### src/rtl/open_address_hash_table_assert.svh
// Assertion macros shared by the hash table RTL.
// Needs clk and rst_n in the including module's scope.
`ifndef OPEN_ADDRESS_HASH_TABLE_ASSERT_SVH
`define OPEN_ADDRESS_HASH_TABLE_ASSERT_SVH

// Same-cycle implication, checked outside reset.
`define OAHT_ASSERT_NOW(label, ante, cons, msg) \
    label: assert property (@(posedge clk) disable iff (!rst_n) (ante) |-> (cons)) \
        else $error(msg);

// Next-cycle implication, checked outside reset.
`define OAHT_ASSERT_NEXT(label, ante, cons, msg) \
    label: assert property (@(posedge clk) disable iff (!rst_n) (ante) |=> (cons)) \
        else $error(msg);

`endif

### src/rtl/oaht_pkg.sv
// Shared types, codes and defaults for the open-addressing hash table.
// No dependencies.
package oaht_pkg;

    localparam int TABLE_DEPTH_DEF  = 1024;
    localparam int PAYLOAD_BITS_DEF = 32;

    localparam int SLOT_W = 11;
    localparam int KEY_W  = 64;

    // request kinds
    localparam logic [1:0] KIND_INSERT  = 2'd0;
    localparam logic [1:0] KIND_LOOKUP  = 2'd1;
    localparam logic [1:0] KIND_DELETE  = 2'd2;
    localparam logic [1:0] KIND_UNKNOWN = 2'd3;

    // response status
    localparam logic [1:0] ST_OK       = 2'd0;
    localparam logic [1:0] ST_NOTFOUND = 2'd1;
    localparam logic [1:0] ST_FULL     = 2'd2;

    // slot states
    localparam logic [1:0] SLOT_FREE = 2'd0;
    localparam logic [1:0] SLOT_USED = 2'd1;
    localparam logic [1:0] SLOT_GONE = 2'd2;

    // configuration register indexes
    localparam logic [1:0] CFG_TABLE_SIZE   = 2'd0;
    localparam logic [1:0] CFG_PROBE_OFFSET = 2'd1;
    localparam logic [1:0] CFG_PROBE_PRIME  = 2'd2;

    typedef struct packed {
        logic              start;
        logic [SLOT_W-1:0] attempt;
    } probe_cmd_t;

    typedef struct packed {
        logic              done;
        logic [SLOT_W-1:0] slot;
    } probe_rsp_t;

endpackage

### src/rtl/oaht_probe_addr.sv
// Probe address unit: slot = (key + i*i*((key/(i+off)) mod prime)) mod size.
// Bit-serial divide with running mod-prime, then multiply, add, nibble-serial mod.
// Depends on oaht_pkg.
module oaht_probe_addr (
    input  logic                        clk,
    input  logic                        rst_n,
    input  oaht_pkg::probe_cmd_t        cmd,
    input  logic [oaht_pkg::KEY_W-1:0]  key,
    input  logic [15:0]                 offset,
    input  logic [15:0]                 prime,
    input  logic [oaht_pkg::SLOT_W-1:0] size,
    output oaht_pkg::probe_rsp_t        rsp
);

    typedef enum logic [2:0] {P_IDLE, P_DIV, P_MUL, P_ADD, P_MOD} pstate_t;

    pstate_t                     state_reg;
    logic                        done_reg;
    logic [16:0]                 d_reg;
    logic [16:0]                 rem_reg;
    logic [15:0]                 r2_reg;
    logic [5:0]                  bit_reg;
    logic [21:0]                 sq_reg;
    logic [37:0]                 prod_reg;
    logic [63:0]                 sum_reg;
    logic [oaht_pkg::SLOT_W-1:0] mr_reg;
    logic [3:0]                  nib_reg;

    logic [17:0]                 rem_sh;
    logic [16:0]                 rem_next;
    logic                        qbit;
    logic [16:0]                 r2_sh;
    logic [15:0]                 r2_next;
    logic [oaht_pkg::SLOT_W-1:0] mr_next;
    logic [oaht_pkg::SLOT_W:0]   mt;

    // one quotient bit per cycle; quotient mod prime tracked as bits appear
    always_comb
    begin
        rem_sh = {rem_reg, key[bit_reg]};
        if (rem_sh >= {1'b0, d_reg})
        begin
            rem_next = 17'(rem_sh - {1'b0, d_reg});
            qbit     = 1'b1;
        end
        else
        begin
            rem_next = rem_sh[16:0];
            qbit     = 1'b0;
        end
        r2_sh = {r2_reg, qbit};
        if (r2_sh >= {1'b0, prime})
        begin
            r2_next = 16'(r2_sh - {1'b0, prime});
        end
        else
        begin
            r2_next = r2_sh[15:0];
        end
    end

    // four bits of the sum per cycle into the running mod-size remainder
    always_comb
    begin
        mr_next = mr_reg;
        mt      = '0;
        for (int j = 0; j < 4; j++)
        begin
            mt = {mr_next, sum_reg[63-j]};
            if (mt >= {1'b0, size})
            begin
                mt = mt - {1'b0, size};
            end
            mr_next = mt[oaht_pkg::SLOT_W-1:0];
        end
    end

    always_ff @(posedge clk or negedge rst_n)
    begin
        if (!rst_n)
        begin
            state_reg <= P_IDLE;
            done_reg  <= 1'b0;
        end
        else
        begin
            done_reg <= 1'b0;
            case (state_reg)
                P_IDLE:
                begin
                    if (cmd.start)
                    begin
                        sq_reg  <= 22'(cmd.attempt) * 22'(cmd.attempt);
                        d_reg   <= 17'(cmd.attempt) + 17'(offset);
                        rem_reg <= '0;
                        r2_reg  <= '0;
                        bit_reg <= 6'd63;
                        // probe zero has no step term
                        state_reg <= (cmd.attempt == '0) ? P_MUL : P_DIV;
                    end
                end
                P_DIV:
                begin
                    rem_reg <= rem_next;
                    r2_reg  <= r2_next;
                    bit_reg <= bit_reg - 6'd1;
                    if (bit_reg == '0)
                    begin
                        state_reg <= P_MUL;
                    end
                end
                P_MUL:
                begin
                    prod_reg  <= 38'(sq_reg) * 38'(r2_reg);
                    state_reg <= P_ADD;
                end
                P_ADD:
                begin
                    sum_reg   <= key + 64'(prod_reg);
                    mr_reg    <= '0;
                    nib_reg   <= '0;
                    state_reg <= P_MOD;
                end
                P_MOD:
                begin
                    mr_reg  <= mr_next;
                    sum_reg <= {sum_reg[59:0], 4'b0};
                    nib_reg <= nib_reg + 4'd1;
                    if (nib_reg == 4'hF)
                    begin
                        done_reg  <= 1'b1;
                        state_reg <= P_IDLE;
                    end
                end
                default:
                begin
                    state_reg <= P_IDLE;
                end
            endcase
        end
    end

    assign rsp.done = done_reg;
    assign rsp.slot = mr_reg;

endmodule

### config.mk
export PLATFORM = sky130hd
export DESIGN_NAME = oaht_probe_addr
export DESIGN_NICKNAME = d
export VERILOG_FILES = /design/src/rtl/open_address_hash_table_assert.svh /design/src/rtl/oaht_pkg.sv /design/src/rtl/oaht_probe_addr.sv
export SDC_FILE = /design/constraint.sdc
export NUM_CORES = 2
export LEC_CHECK = 0
export BUFFER_PORTS_ARGS = -buffer_cell sky130_fd_sc_hd__buf_2
export CORE_MARGIN = 2
export CORE_UTILIZATION = 50
export CTS_BUF_LIST = sky130_fd_sc_hd__clkbuf_2
export CTS_CLUSTER_SIZE = 40
export DETAILED_ROUTE_END_ITERATION = 6
export GPL_TIMING_DRIVEN = 0
export PLACE_DENSITY = 0.78
export SLEW_MARGIN = 30
export SYNTH_ARGS = -nofsm -noshare
export SYNTH_HDL_FRONTEND = slang
export SYNTH_SLANG_ARGS = --single-unit
export TNS_END_PERCENT = 10
### constraint.sdc
create_clock -name clk -period 8.3 [get_ports clk]
set_input_delay 0.415 -clock clk [delete_from_list [all_inputs] [get_ports clk]]
set_output_delay 0.415 -clock clk [all_outputs]
set_load 0.05 [all_outputs]
==> flow_summary.toml <==
[status]
outcome = "finished, final reports clean"

[global_route]
grt_antenna_before_repair = 6
grt_overflow_total = 0
grt_usage_pct = 27.1
grt_max_degree = 32
first_global_vias = 24800
grt_pass1_wl_um = 128000

[setup_path]
worstSetupStartpointType = "flip-flop"
cp_slowest_stage_delay_ps = 450
crit_type = "flip-flop to flip-flop"
critPathCaptureType = "flip-flop"
cp.required_ps = 9180
slowest_stage = "edfxtp_1"
path_common_cell = "a21oi_2"
cp_max_fo = 8
cp.arrival_ps = 9080

[floorplanning]
core-area_um2 = 57800
initial_utilization_pct = 50.6
die_w_um = 246
io_pins = 133
die_area_um2 = 60500
rows = 88
dieHeight_um = 246

[routing]
vias = 24300
vias_per_cell = 5.66
drtPass1Iterations = 5
postRouteAntennaNets = 0
wl_per_cell_um = 18.6
drtIter0Drc = 1806
routed_wl_um = 79900
remaining_drc_errors = 0

[synth]
synth_xor_area_share_pct = 4.88
ys_seq_elements = 198
synth_compound_area_share_pct = 10.4
synthDistinctLibCells = 79
synth_edf_count = 194
synthMuxAreaShare_pct = 3.78
synth_warnings = 0
synth_top_family_by_area = "adder cells"
synth_area_um2 = 29300
synthAdderAreaFrac_pct = 35.8
async_flop_share_pct = 2.02
synthFlopType = "edfxtp_1"
postSynthAreaPerCell_um2 = 9.22
ys_seq_area_share_pct = 20.3
synth-simple-area-share_pct = 17.4
netlist_instances = 3173

[final_layout]
postLayoutCoreUtil_pct = 58.0
multiInputGateArea_um2 = 21600
seq_area_um2 = 5930
synthToLayoutAreaGrowth_pct = 14.5
largest_register_ffs = 64
drive_gt1_share_pct = 10.3
nNetsFinal = 4272
num-fill-cells = 4921

[clock_network]
htreeDepth = 4
clock_path_buffers = 2
cts_tree = "done"
cts.clk_slew.worst_paths_ps = 320
cts-root-buf = "clkbuf_2"
cts_buffers = 17
cts_num_sinks = 198
clk_latency_ps = 1100

[job]
cap_violations = 0

[timing]
fin_crit_sh_pct = 98.8
maxSlewViolCount = 0
clock_skew_ps = 68.1
hold_viol = 0
setup_viol = 0
finalSetupTns_ps = 0
worst_slew_pin_slew_ps = 938
rsz0062_at_grt = "yes"
clock.fmax_mhz = 122
worst_slack_ps = 101
slew_headroom_pct = 36.9
period_minus_slack_ps = 8200

[placement]
dp_hpwl_um = 62300
gp_congestion = 0.947
port_buffers = 132
place_ws_ps = -1100

[min_path]
hp-class = "primary input to flip-flop"
==> synth_stat cells (all sizes together), types with 6 or more instances <==
cell / count / area share [%]
inv: 456 / 5.9
nand2: 346 / 4.4
fa: 338 / 23
ha: 297 / 13
nor2: 227 / 2.9
and2: 195 / 4.2
edfxtp: 194 / 20
a21oi: 153 / 2.6
xnor2: 105 / 3.1
clkbuf: 103 / 1.3
o21ai: 96 / 1.6
a21o: 69 / 1.8
xor2: 58 / 1.7
nor3: 57 / 0.98
nand3: 44 / 0.75
mux2i: 36 / 1.2
nor2b: 34 / 0.73
and3: 24 / 0.51
mux2: 24 / 0.92
nand4: 23 / 0.49
nand2b: 22 / 0.47
a211oi: 21 / 0.57
mux4: 21 / 1.6
o21a: 18 / 0.46
a31oi: 16 / 0.34
buf: 14 / 0.28
or2: 14 / 0.30
o211ai: 13 / 0.33
o21bai: 12 / 0.31
a21boi: 11 / 0.28
or3: 11 / 0.24
nand3b: 9 / 0.24
o31ai: 8 / 0.22
a211o: 7 / 0.21
nand4b: 7 / 0.21
nor3b: 7 / 0.20
nor4: 7 / 0.15
a22oi: 6 / 0.15
==> cells in the final DEF, fill, tap and decap left out, types with 10 or more instances in the layout <==
master,netlist,layout
o21a_1,18,17
xor2_1,58,58
dlygate4sd3_1,0,145
inv_1,456,454
ha_4,0,10
a21o_1,69,68
o211ai_1,13,13
buf_2,5,136
and3_1,24,23
and2_1,195,195
nor2_1,227,224
a21boi_0,11,10
nand2_1,346,346
mux2i_1,35,32
clkbuf_1,103,92
nand4_1,23,23
nand2b_1,22,21
mux2_2,24,21
mux4_2,21,21
o21ai_1,9,12
edfxtp_1,194,194
buf_4,2,39
or2_2,14,13
a211oi_1,19,16
nand3_1,44,44
o21ai_0,87,81
a21oi_1,152,143
or3_1,11,10
a31oi_1,16,14
fa_1,338,334
nor3_1,57,56
ha_1,297,281
xnor2_1,105,105
clkbuf_2,0,24
o21bai_1,12,11
nor2b_1,34,34
==> through the flow <==
step	cell area (µm²)	cells	hold WS, ps
2_1_floorplan	29300	3176	119
3_3_place_gp	30900	4073	253
3_5_place_dp	31100	4080	259
4_1_cts	33000	4264	12.2
5_1_grt	33500	4296	113
6_report	33500	4298	128
==> logic make-up after synthesis <==
group	after synthesis
DFF	198
muxes	81
and+or+nand+nor	1047
adders and majority gates	635
buffers and inverters	573
xor gates and xnor gates	163
AOI/OAI and AO/OA	474
other	2
==> final timing paths <==
| check | from | endpoint | slack, ps | cells after the start |
|---|---|---|---|---|
| max in group asynchronous | rst_n | done_reg$_DFF_PN0_ | 7830 | 3 |
| worst max-delay path | sum_reg[63]$_DFFE_PP_ | mr_reg[3]$_SDFFCE_PN0P_ | 100 | 39 |
| min in group asynchronous | rst_n | state_reg[1]$_DFFE_PN0P_ | 270 | 3 |
| worst max register to register | sum_reg[63]$_DFFE_PP_ | mr_reg[3]$_SDFFCE_PN0P_ | 100 | 39 |
| worst min-delay path | prime[3] | r2_reg[4]$_SDFFCE_PN0P_ | 130 | 9 |
| worst min register to register | sum_reg[10]$_DFFE_PP_ | sum_reg[14]$_DFFE_PP_ | 500 | 2 |
==> critical path: cells and delay by family (launching register included) <==
kind | cells | cell delay, ps
multiplexers | 4 | 1210
AND/OR/NAND/NOR | 6 | 770
AO/OA/AOI/OAI | 19 | 3400
buffers and inverters | 5 | 670
adder cells (fa/ha/maj) | 5 | 1510
flip-flops | 1 | 450
==> what timing repair did <==
| item | 4_1_cts | 5_1_grt |
|---|---|---|
| hold buffers | 145 | 0 |
| endpoints found under the hold margin | 145 | 0 |
| resized for setup | 30 | 70 |
| cloned | 1 | 1 |
| pin swaps | 7 | 31 |
| setup endpoints to repair | 26 | 22 |
| setup buffers | 8 | 29 |
==> layer usage <==
layer	part of all wire (%)	track usage [%]
met3	8.1	5.61
met2	48	45.1
met5	0.028	0
met4	4.8	13.0
met1	40	33.5
==> cell type report <==
cell class | count | area share, %
Multi-Input combinational cell | 2405 | 64.4
Clock inverter | 15 | 0.500
Sequential cell | 198 | 17.7
Antenna cell | 4 | 0.0299
Clock buffer | 17 | 0.254
Buffer | 115 | 1.50
Tap cell | 765 | 2.86
Inverter | 456 | 5.11
Timing Repair Buffer | 323 | 7.66
Power is not shown: default switching activity piles up to over one toggle a cycle in this logic, so the estimate is an artifact.
